## src/rtl/dsrv_pkg.sv

```systemverilog
// types, constants and helper functions of the dual slot record validator
package dsrv_pkg;

  localparam int HEADER_BYTES     = 20;
  localparam int MAX_RECORD_BYTES = 4096;
  localparam int COUNT_W          = 13;
  localparam int QUEUE_DEPTH      = 2;
  localparam int CFG_IDX_W        = 1;
  localparam int CFG_DATA_W       = 32;
  localparam int PAYLOAD_W        = 12;
  localparam int HDR_W            = HEADER_BYTES * 8;

  localparam logic [COUNT_W-1:0] COUNT_MAX   = '1;
  localparam logic [31:0]        REC_MAGIC   = 32'h4350_524D;
  localparam logic [15:0]        REC_VERSION = 16'd1;
  localparam logic [31:0]        CRC_INIT    = 32'hFFFF_FFFF;
  localparam logic [31:0]        CRC_POLY    = 32'hEDB8_8320;

  localparam logic [CFG_IDX_W-1:0] REG_PAYLOAD_BYTES = 1'd0;
  localparam logic [CFG_IDX_W-1:0] REG_CODE_REVISION = 1'd1;

  typedef enum logic [1:0] {
    OP_BYTE   = 2'd0,
    OP_DECIDE = 2'd1,
    OP_SAVE   = 2'd2,
    OP_COMMIT = 2'd3
  } op_t;

  typedef enum logic [1:0] {
    KIND_CHECK    = 2'd0,
    KIND_DECISION = 2'd1,
    KIND_PLAN     = 2'd2,
    KIND_COMMIT   = 2'd3
  } kind_t;

  typedef enum logic [1:0] {
    ACT_NONE     = 2'd0,
    ACT_DEFAULTS = 2'd1,
    ACT_REPAIR   = 2'd2,
    ACT_SAVE     = 2'd3
  } act_t;

  typedef enum logic [1:0] {
    SRC_DEFAULTS = 2'd0,
    SRC_SLOT0    = 2'd1,
    SRC_SLOT1    = 2'd2,
    SRC_UNUSED   = 2'd3
  } src_t;

  typedef struct packed {
    op_t        op;
    logic       slot;
    logic [7:0] data;
    logic       last;
    logic       wok;
    logic       has_result;
  } item_t;

  function automatic logic [31:0] crc_byte(input logic [31:0] c, input logic [7:0] d);
    logic [31:0] r;
    r = c ^ {24'd0, d};
    for (int b = 0; b < 8; b++) begin
      r = r[0] ? ((r >> 1) ^ CRC_POLY) : (r >> 1);
    end
    return r;
  endfunction

  function automatic logic [31:0] next_seq(input logic [31:0] s);
    logic [31:0] n;
    n = s + 32'd1;
    return (n == 32'd0) ? 32'd1 : n;
  endfunction

endpackage

```

## src/rtl/dual_slot_record_validator.sv

```systemverilog
// top level of the dual slot record validator
// An item is taken at a clock edge where start is high and busy is low, one item per
// cycle while busy is low. Each item passes through a short queue and reaches the
// back end on the following cycle, where record bytes update a byte-wide CRC-32 and
// the header fields, and selection, save and commit items are resolved in that single
// cycle. A result is registered and shows on the result ports with done high for
// exactly one cycle; between the item being taken and done lie the queue register and
// the result register. A record byte gives a result only when last_byte is set. The
// back end drains one item every cycle, so busy only rises if the queue fills.
// Results cannot be held off by the receiver.
module dual_slot_record_validator #(
  parameter int QUEUE_DEPTH = dsrv_pkg::QUEUE_DEPTH
) (
  input  logic                             clk,
  input  logic                             rst,
  input  logic                             start,
  output logic                             busy,
  input  logic [1:0]                       opcode,
  input  logic                             slot,
  input  logic [7:0]                       data_byte,
  input  logic                             last_byte,
  input  logic                             write_ok,
  input  logic                             wr_en,
  input  logic [dsrv_pkg::CFG_IDX_W-1:0]   wr_index,
  input  logic [dsrv_pkg::CFG_DATA_W-1:0]  wr_data,
  output logic                             done,
  output logic [1:0]                       result_kind,
  output logic                             slot_ok,
  output logic [1:0]                       action,
  output logic                             write_slot,
  output logic [31:0]                      write_sequence,
  output logic [1:0]                       active_source,
  output logic [31:0]                      active_sequence,
  output logic                             use_defaults
);
  import dsrv_pkg::*;

  item_t in_item;
  item_t head_item;
  logic  push;
  logic  pop;
  logic  full;
  logic  head_valid;

  dsrv_front u_front (
    .start     (start),
    .full      (full),
    .opcode    (opcode),
    .slot      (slot),
    .data_byte (data_byte),
    .last_byte (last_byte),
    .write_ok  (write_ok),
    .busy      (busy),
    .push      (push),
    .item      (in_item)
  );

  dsrv_queue #(
    .DEPTH (QUEUE_DEPTH)
  ) u_queue (
    .clk       (clk),
    .rst       (rst),
    .push      (push),
    .wr_item   (in_item),
    .pop       (pop),
    .rd_item   (head_item),
    .not_empty (head_valid),
    .full      (full)
  );

  dsrv_back u_back (
    .clk             (clk),
    .rst             (rst),
    .wr_en           (wr_en),
    .wr_index        (wr_index),
    .wr_data         (wr_data),
    .item_valid      (head_valid),
    .item            (head_item),
    .pop             (pop),
    .done            (done),
    .result_kind     (result_kind),
    .slot_ok         (slot_ok),
    .action          (action),
    .write_slot      (write_slot),
    .write_sequence  (write_sequence),
    .active_source   (active_source),
    .active_sequence (active_sequence),
    .use_defaults    (use_defaults)
  );

endmodule

```

## src/rtl/dsrv_front.sv

```systemverilog
// front end: accepts items and classifies them for the back end
module dsrv_front (
  input  logic               start,
  input  logic               full,
  input  logic [1:0]         opcode,
  input  logic               slot,
  input  logic [7:0]         data_byte,
  input  logic               last_byte,
  input  logic               write_ok,
  output logic               busy,
  output logic               push,
  output dsrv_pkg::item_t    item
);
  import dsrv_pkg::*;

  op_t op;

  assign op   = op_t'(opcode);
  assign busy = full;
  assign push = start && !full;

  always_comb begin
    item.op   = op;
    item.slot = slot;
    item.data = data_byte;
    item.last = last_byte;
    item.wok  = write_ok;
    unique case (op)
      OP_BYTE: item.has_result = last_byte;
      default: item.has_result = 1'b1;
    endcase
  end

endmodule

```

## src/rtl/dsrv_queue.sv

```systemverilog
// short item queue between front and back end
module dsrv_queue #(
  parameter int DEPTH = dsrv_pkg::QUEUE_DEPTH
) (
  input  logic            clk,
  input  logic            rst,
  input  logic            push,
  input  dsrv_pkg::item_t wr_item,
  input  logic            pop,
  output dsrv_pkg::item_t rd_item,
  output logic            not_empty,
  output logic            full
);
  import dsrv_pkg::*;

  localparam int PTR_W = (DEPTH > 1) ? $clog2(DEPTH) : 1;
  localparam int CNT_W = $clog2(DEPTH + 1);
  localparam logic [PTR_W-1:0] LAST_PTR = PTR_W'(DEPTH - 1);
  localparam logic [CNT_W-1:0] FULL_CNT = CNT_W'(DEPTH);

  item_t            mem [DEPTH];
  logic [PTR_W-1:0] wr_ptr;
  logic [PTR_W-1:0] rd_ptr;
  logic [CNT_W-1:0] count;
  logic             do_pop;

  assign not_empty = (count != '0);
  assign full      = (count == FULL_CNT);
  assign rd_item   = mem[rd_ptr];
  assign do_pop    = pop && not_empty;

  always_ff @(posedge clk) begin
    if (push) begin
      mem[wr_ptr] <= wr_item;
    end
  end

  always_ff @(posedge clk) begin
    if (rst) begin
      wr_ptr <= '0;
      rd_ptr <= '0;
      count  <= '0;
    end else begin
      if (push) begin
        wr_ptr <= (wr_ptr == LAST_PTR) ? '0 : wr_ptr + PTR_W'(1);
      end
      if (do_pop) begin
        rd_ptr <= (rd_ptr == LAST_PTR) ? '0 : rd_ptr + PTR_W'(1);
      end
      unique case ({push, do_pop})
        2'b10:   count <= count + CNT_W'(1);
        2'b01:   count <= count - CNT_W'(1);
        default: count <= count;
      endcase
    end
  end

endmodule

```

## src/rtl/dsrv_back.sv

```systemverilog
// back end: record checking, slot selection, write planning and commit
module dsrv_back (
  input  logic                               clk,
  input  logic                               rst,
  input  logic                               wr_en,
  input  logic [dsrv_pkg::CFG_IDX_W-1:0]     wr_index,
  input  logic [dsrv_pkg::CFG_DATA_W-1:0]    wr_data,
  input  logic                               item_valid,
  input  dsrv_pkg::item_t                    item,
  output logic                               pop,
  output logic                               done,
  output logic [1:0]                         result_kind,
  output logic                               slot_ok,
  output logic [1:0]                         action,
  output logic                               write_slot,
  output logic [31:0]                        write_sequence,
  output logic [1:0]                         active_source,
  output logic [31:0]                        active_sequence,
  output logic                               use_defaults
);
  import dsrv_pkg::*;

  logic [PAYLOAD_W-1:0] payload_bytes;
  logic [31:0]          code_revision;

  logic [31:0]        crc, crc_next;
  logic [COUNT_W-1:0] byte_count, byte_count_next;
  logic [HDR_W-1:0]   hdr, hdr_next;
  logic [31:0]        slot_seq [2];
  logic [31:0]        slot_seq_next [2];
  logic [31:0]        slot_rev [2];
  logic [31:0]        slot_rev_next [2];
  logic [1:0]         slot_vld, slot_vld_next;
  src_t               cur_src, cur_src_next;
  logic [31:0]        cur_seq, cur_seq_next;
  logic               pend_vld, pend_vld_next;
  logic               pend_slot, pend_slot_next;
  logic [31:0]        pend_seq, pend_seq_next;

  kind_t       res_kind;
  logic        res_ok;
  act_t        res_act;
  logic        res_wslot;
  logic [31:0] res_wseq;

  // record byte path
  logic [COUNT_W-1:0] count_inc;
  logic [HDR_W-1:0]   hdr_upd;
  logic [31:0]        crc_upd;
  logic [COUNT_W-1:0] expect_count;
  logic               rec_ok;
  logic [7:0]         bit_pos;

  // selection path
  logic        pick1, any_vld, old0, old1, sel_old;
  logic [31:0] nseq0, nseq1, nseq_cur, sel_seq, sel_nseq;

  assign pop = item_valid;

  always_ff @(posedge clk) begin
    if (rst) begin
      payload_bytes <= PAYLOAD_W'(64);
      code_revision <= 32'd1;
    end else if (wr_en) begin
      unique case (wr_index)
        REG_PAYLOAD_BYTES: payload_bytes <= wr_data[PAYLOAD_W-1:0];
        REG_CODE_REVISION: code_revision <= wr_data[31:0];
        default: ;
      endcase
    end
  end

  always_comb begin
    count_inc = (byte_count == COUNT_MAX) ? byte_count : byte_count + COUNT_W'(1);
    bit_pos   = {byte_count[4:0], 3'b000};
    hdr_upd   = hdr;
    crc_upd   = crc;
    if (byte_count < COUNT_W'(HEADER_BYTES)) begin
      hdr_upd[bit_pos +: 8] = item.data;
    end else begin
      crc_upd = crc_byte(crc, item.data);
    end
    expect_count = COUNT_W'(HEADER_BYTES) + {1'b0, payload_bytes};
    rec_ok = (hdr_upd[31:0] == REC_MAGIC) &&
             (hdr_upd[47:32] == REC_VERSION) &&
             (hdr_upd[63:48] == {4'd0, payload_bytes}) &&
             (count_inc == expect_count) &&
             (count_inc <= COUNT_W'(MAX_RECORD_BYTES)) &&
             (~crc_upd == hdr_upd[159:128]);
  end

  always_comb begin
    any_vld  = slot_vld[0] || slot_vld[1];
    pick1    = slot_vld[1] && (!slot_vld[0] || (slot_rev[1] > slot_rev[0]) ||
               ((slot_rev[1] == slot_rev[0]) && (slot_seq[1] > slot_seq[0])));
    old0     = slot_rev[0] < code_revision;
    old1     = slot_rev[1] < code_revision;
    nseq0    = next_seq(slot_seq[0]);
    nseq1    = next_seq(slot_seq[1]);
    nseq_cur = next_seq(cur_seq);
    sel_old  = pick1 ? old1 : old0;
    sel_seq  = pick1 ? slot_seq[1] : slot_seq[0];
    sel_nseq = pick1 ? nseq1 : nseq0;
  end

  always_comb begin
    crc_next        = crc;
    byte_count_next = byte_count;
    hdr_next        = hdr;
    slot_seq_next   = slot_seq;
    slot_rev_next   = slot_rev;
    slot_vld_next   = slot_vld;
    cur_src_next    = cur_src;
    cur_seq_next    = cur_seq;
    pend_vld_next   = pend_vld;
    pend_slot_next  = pend_slot;
    pend_seq_next   = pend_seq;
    res_kind        = KIND_CHECK;
    res_ok          = 1'b0;
    res_act         = ACT_NONE;
    res_wslot       = 1'b0;
    res_wseq        = 32'd1;
    if (item_valid) begin
      unique case (item.op)
        OP_BYTE: begin
          if (item.last) begin
            slot_vld_next[item.slot] = rec_ok;
            slot_seq_next[item.slot] = hdr_upd[95:64];
            slot_rev_next[item.slot] = hdr_upd[127:96];
            crc_next        = CRC_INIT;
            byte_count_next = '0;
            hdr_next        = '0;
            res_ok          = rec_ok;
          end else begin
            crc_next        = crc_upd;
            byte_count_next = count_inc;
            hdr_next        = hdr_upd;
          end
        end
        OP_DECIDE: begin
          res_kind      = KIND_DECISION;
          pend_vld_next = 1'b0;
          cur_src_next  = SRC_DEFAULTS;
          cur_seq_next  = 32'd0;
          if (!any_vld) begin
            pend_vld_next  = 1'b1;
            pend_slot_next = 1'b0;
            pend_seq_next  = 32'd1;
            res_act        = ACT_DEFAULTS;
          end else if (sel_old) begin
            pend_vld_next  = 1'b1;
            pend_slot_next = 1'b0;
            pend_seq_next  = sel_nseq;
            res_act        = ACT_DEFAULTS;
            res_wseq       = sel_nseq;
          end else begin
            cur_src_next = pick1 ? SRC_SLOT1 : SRC_SLOT0;
            cur_seq_next = sel_seq;
            if (slot_vld[0] != slot_vld[1]) begin
              pend_vld_next  = 1'b1;
              pend_slot_next = !pick1;
              pend_seq_next  = sel_nseq;
              res_act        = ACT_REPAIR;
              res_wslot      = !pick1;
              res_wseq       = sel_nseq;
            end
          end
        end
        OP_SAVE: begin
          res_kind      = KIND_PLAN;
          res_act       = ACT_SAVE;
          pend_vld_next = 1'b1;
          if (cur_src == SRC_DEFAULTS) begin
            pend_slot_next = 1'b0;
            pend_seq_next  = 32'd1;
          end else begin
            pend_slot_next = (cur_src != SRC_SLOT1);
            pend_seq_next  = nseq_cur;
          end
          res_wslot = pend_slot_next;
          res_wseq  = pend_seq_next;
        end
        OP_COMMIT: begin
          res_kind = KIND_COMMIT;
          if (pend_vld && item.wok) begin
            cur_src_next             = pend_slot ? SRC_SLOT1 : SRC_SLOT0;
            cur_seq_next             = pend_seq;
            slot_vld_next[pend_slot] = 1'b1;
            slot_seq_next[pend_slot] = pend_seq;
            slot_rev_next[pend_slot] = code_revision;
            res_wslot                = pend_slot;
            res_wseq                 = pend_seq;
          end
          pend_vld_next  = 1'b0;
          pend_slot_next = 1'b0;
          pend_seq_next  = 32'd0;
        end
        default: ;
      endcase
    end
  end

  always_ff @(posedge clk) begin
    if (rst) begin
      crc        <= CRC_INIT;
      byte_count <= '0;
      hdr        <= '0;
      slot_seq   <= '{default: 32'd0};
      slot_rev   <= '{default: 32'd0};
      slot_vld   <= '0;
      cur_src    <= SRC_DEFAULTS;
      cur_seq    <= 32'd0;
      pend_vld   <= 1'b0;
      pend_slot  <= 1'b0;
      pend_seq   <= 32'd0;
      done       <= 1'b0;
    end else begin
      crc        <= crc_next;
      byte_count <= byte_count_next;
      hdr        <= hdr_next;
      slot_seq   <= slot_seq_next;
      slot_rev   <= slot_rev_next;
      slot_vld   <= slot_vld_next;
      cur_src    <= cur_src_next;
      cur_seq    <= cur_seq_next;
      pend_vld   <= pend_vld_next;
      pend_slot  <= pend_slot_next;
      pend_seq   <= pend_seq_next;
      done       <= item_valid && item.has_result;
    end
  end

  always_ff @(posedge clk) begin
    result_kind     <= res_kind;
    slot_ok         <= res_ok;
    action          <= res_act;
    write_slot      <= res_wslot;
    write_sequence  <= res_wseq;
    active_source   <= cur_src_next;
    active_sequence <= cur_seq_next;
    use_defaults    <= (cur_src_next == SRC_DEFAULTS);
  end

endmodule

```

## config.mk

```make
export PLATFORM = sky130hd
export DESIGN_NAME = dual_slot_record_validator
export DESIGN_NICKNAME = d
export VERILOG_FILES = /design/src/rtl/dsrv_pkg.sv /design/src/rtl/dual_slot_record_validator.sv /design/src/rtl/dsrv_front.sv /design/src/rtl/dsrv_queue.sv /design/src/rtl/dsrv_back.sv
export SDC_FILE = /design/constraint.sdc
export NUM_CORES = 2
export LEC_CHECK = 0
export BUFFER_PORTS_ARGS = -buffer_cell sky130_fd_sc_hd__buf_2
export CORE_MARGIN = 2
export CORE_UTILIZATION = 25
export CTS_CLUSTER_SIZE = 12
export DETAILED_ROUTE_END_ITERATION = 16
export MAX_ROUTING_LAYER = met4
export PLACE_DENSITY = 0.46
export RECOVER_POWER = 50
export SYNTH_ARGS = -nofsm -noshare
export SYNTH_HDL_FRONTEND = slang
export SYNTH_SLANG_ARGS = --single-unit
```

## constraint.sdc

```tcl
create_clock -name clk -period 4.4 [get_ports clk]
set_input_delay 0.44 -clock clk [delete_from_list [all_inputs] [get_ports clk]]
set_output_delay 0.44 -clock clk [all_outputs]
set_load 0.01 [all_outputs]
```

==> impl_metrics.yaml <==
global_route:
  grt_max_degree: 155
  grt_pass1_vias: 29707
  grt_pass1_wl_mm: 199
  met3_usage_pct: 2.24
  gr-usage-met1_pct: 26.6
  grt_overflow: 0
  grt_util_all_layers_pct: 19.8
  antenna_found_initial: 2
  grtUsageMet2_pct: 31.3
  busiest_layer: "met2"
finish:
  layout-drive-gt1-share_pct: 10.4
  regArea_sq_um: 11400
  synthToLayoutAreaGrowth_pct: 18.1
  finish.utilization_pct: 29.6
  multi_input_area_sq_um: 19900
  fin_nets: 4447
  fillCellCount: 14108
die:
  dieArea_sq_um: 134000
  core_area_sq_um: 131000
  initial_core_util_pct: 25.1
  die_h_um: 367
  ios: 125
  die_x_um: 367
  rows: 133
logic_synthesis:
  syn_inst: 4142
  synth_warnings: 0
  ys_seq_area_share_pct: 34.6
  yosysMostFrequentCell: "nor2_1"
  synthTopCellsByArea: "dfxtp_1 (32%), nor2_1 (6.9%), ha_1 (5.4%)"
  async_flop_share_pct: 0
  synth_enable_flop_cells: 28
  synth_nets: 4334
  synth_top_area_share_pct: 32.0
  synth.ff_latch_count: 554
  yosysTopAreaCell: "dfxtp_1"
  syn_area_per_cell_sq_um: 7.94
  synth_area_sq_um: 32900
  ys.flop_type: "dfxtp_1"
  ys_top_cells_by_count: "nor2_1 (602), dfxtp_1 (526), nand2_1 (468)"
  yosysUniqueCellTypes: 97
pwr:
  p_clk_share_pct: 32.3
  pwr-share-comb_pct: 35.8
  swShare_pct: 39.5
  p_sw_w: 0.00764
  intPower_w: 0.0117
  leakagePower_nw: 13.8
  power_density_nw_per_um2: 498
  seqPwrFrac_pct: 31.9
  irDropWorstVdd_mv: 0.301
detailed_routing:
  postRouteAntennaNets: 0
  wl_per_cell_um: 21.9
  drt_iter0_drc: 2683
  wl_mm: 133
  firstDrtPassIters: 5
  post_drt_via_cell_ratio: 5.19
  vias: 31468
  drcViolationCount: 0
outcome:
  failed_checks: "capacitance limit, slew limit"
  status: "finished, violations left"
critical_path:
  crit_fanout: 21
  start_kind: "flop"
  arrival_ns: 4.63
  critical_path_class: "reg -> reg"
  critPathCaptureType: "flop"
  cp.required_ns: 4.79
cts:
  cts_buffers: 72
  clockBufferDepth: 3
  clk_latency_ns: 0.66
  cts_tree: "done"
  htree_num_levels: 3
  cts_sinks: 554
  root_buffer: "clkbuf_16"
  path_clk_slew_ns: 0.06
timing:
  fin_ws_ns: 0.160
  max_slew.worst_pin.slew_ns: 3.47
  fin_crit_sh_pct: 96.4
  hold_violations: 0
  finalClockSkew_ns: 0.0304
  relSlewSlack_pct: -131
  rsz0062_at_grt: "no"
  finalSetupTns_ns: 0
  min_period_ns: 4.24
  slew_viol_final: 242
  max_clock_freq_mhz: 236
  setup_viol: 0
placement:
  port_buffers: 124
  place_congestion: 0.958
  place_ws_ns: 0.169
  dpl.hpwl_mm: 98.6
min_path:
  min-delay-path-class: "in -> reg"
  worstHoldStart: "wr_data[13]"
flow_run:
  drv_cap: 3
-- critical path: stages, from the launching register on --
cell and delay [ns]:
dfxtp_2 0.76, buf_4 0.32, mux2i_1 0.15, ha_1 0.40
and2_2 0.29, nand2_1 0.23, clkbuf_1 1.08, nor2_1 0.39
a22oi_1 0.26, nor2_1 0.06
-- what timing repair did --
action | CTS | global route
hold endpoints to repair | 29 | 0
setup endpoints to repair | 0 | 3
gates resized for setup | 0 | 4
hold buffers | 16 | 0
setup buffers | 0 | 0
-- power groups by stage --
stage	Clock (W)	Sequential, W	Combinational, W
2_1_floorplan	0	0.00590	0.00446
5_1_grt	0.00658	0.00622	0.00743
3_3_place_gp	0	0.00626	0.00690
4_1_cts	0.00639	0.00615	0.00692
6_report	0.00625	0.00617	0.00691
3_5_place_dp	0	0.00626	0.00687
-- placed cells by master (no fill, tap or decap), types with 19 or more instances in the layout --
cell type  netlist  layout
inv_1          124     124
a211oi_1        76      76
nor2_1         602     597
buf_2           34      39
or3_1           19      19
a31oi_1         19      19
and3_1          22      22
edfxtp_1        28      28
clkbuf_16        0      73
and4_1          24      24
a21oi_1        275     273
xnor2_1        132     132
dfxtp_1        526     524
a21o_1          33      33
mux2i_1        115     112
nand2_1        468     466
buf_4            4     188
nor3_1          76      76
o21ai_0        239     242
o22a_1          31      31
nor4_1          42      41
clkbuf_1       251      99
a22oi_1        167     167
o2bb2ai_1       25      25
ha_1           142     142
xor2_1          61      61
a32oi_1         27      27
nand3_1         83      82
nand4_1         66      66
o211ai_1       132     132
-- flip-flops by register name, indices dropped and copies added, names as in the netlist, 2 cells and up, named ones only --
register / cells
u_back.action: 2
u_back.active_sequence: 32
u_back.active_source: 2
u_back.byte_count: 13
u_back.code_revision: 32
u_back.crc: 32
u_back.cur_seq: 32
u_back.cur_src: 2
u_back.hdr: 160
u_back.payload_bytes: 12
u_back.pend_seq: 32
u_back.result_kind: 2
u_back.slot_rev: 64
u_back.slot_seq: 64
u_back.slot_vld: 2
u_back.write_sequence: 32
u_queue.count: 2
u_queue.mem: 28
-- path summary, 6_finish.rpt --
kind                                                 to  slack [ns]  cells after the start
hold / removal    u_back.code_revision[13]$_SDFFE_PP0P_        0.04                      3
setup / recovery            u_back.hdr[97]$_SDFFE_PP0P_        0.16                      9
hold reg to reg            u_back.hdr[152]$_SDFFE_PP0P_        0.46                      2
setup reg to reg            u_back.hdr[97]$_SDFFE_PP0P_        0.16                      9
-- per-stage QoR --
step / hold WS [ns] / instances / cell area [sq um] / total power (W)
global route: 0.0176 / 6067 / 38800 / 0.0202
floorplan: 0.431 / 4142 / 32900 / 0.0104
CTS: 0.000272 / 6066 / 39000 / 0.0195
global placement: 0.441 / 5920 / 36300 / 0.0132
detailed placement: 0.444 / 5920 / 36300 / 0.0131
finish: 0.0400 / 6067 / 38800 / 0.0193
-- cells by family (layout without fill, tap and decap cells) --
family	Yosys count	in the layout	synth area share (%)
buf+inv	433	602	5.21
other cells	0	1	0
compound gates	1151	1151	23.0
simple gates	1503	1503	20.5
mux	137	137	4.43
flops	554	554	34.6
fa+ha+maj	142	142	5.40
xor+xnor	222	222	6.91
-- routing by layer --
layer  up-vias  part of all wire, %
met5         -                    0
met4         0                  2.9
met3       190                  5.3
met2      1034                   46
met1     15153                   46
li1      15091                    -
-- cell type report --
cell class	count	area share, %
inverters	124	1.20
multi-input cells	3155	51.3
flip-flops and latches	554	29.3
well taps	1755	5.66
clock buffers	100	5.35
clock inverters	30	1.10
diodes	1	0.00645
repair buffers	348	6.10
Note: power is estimated with default switching activity, not from simulation.
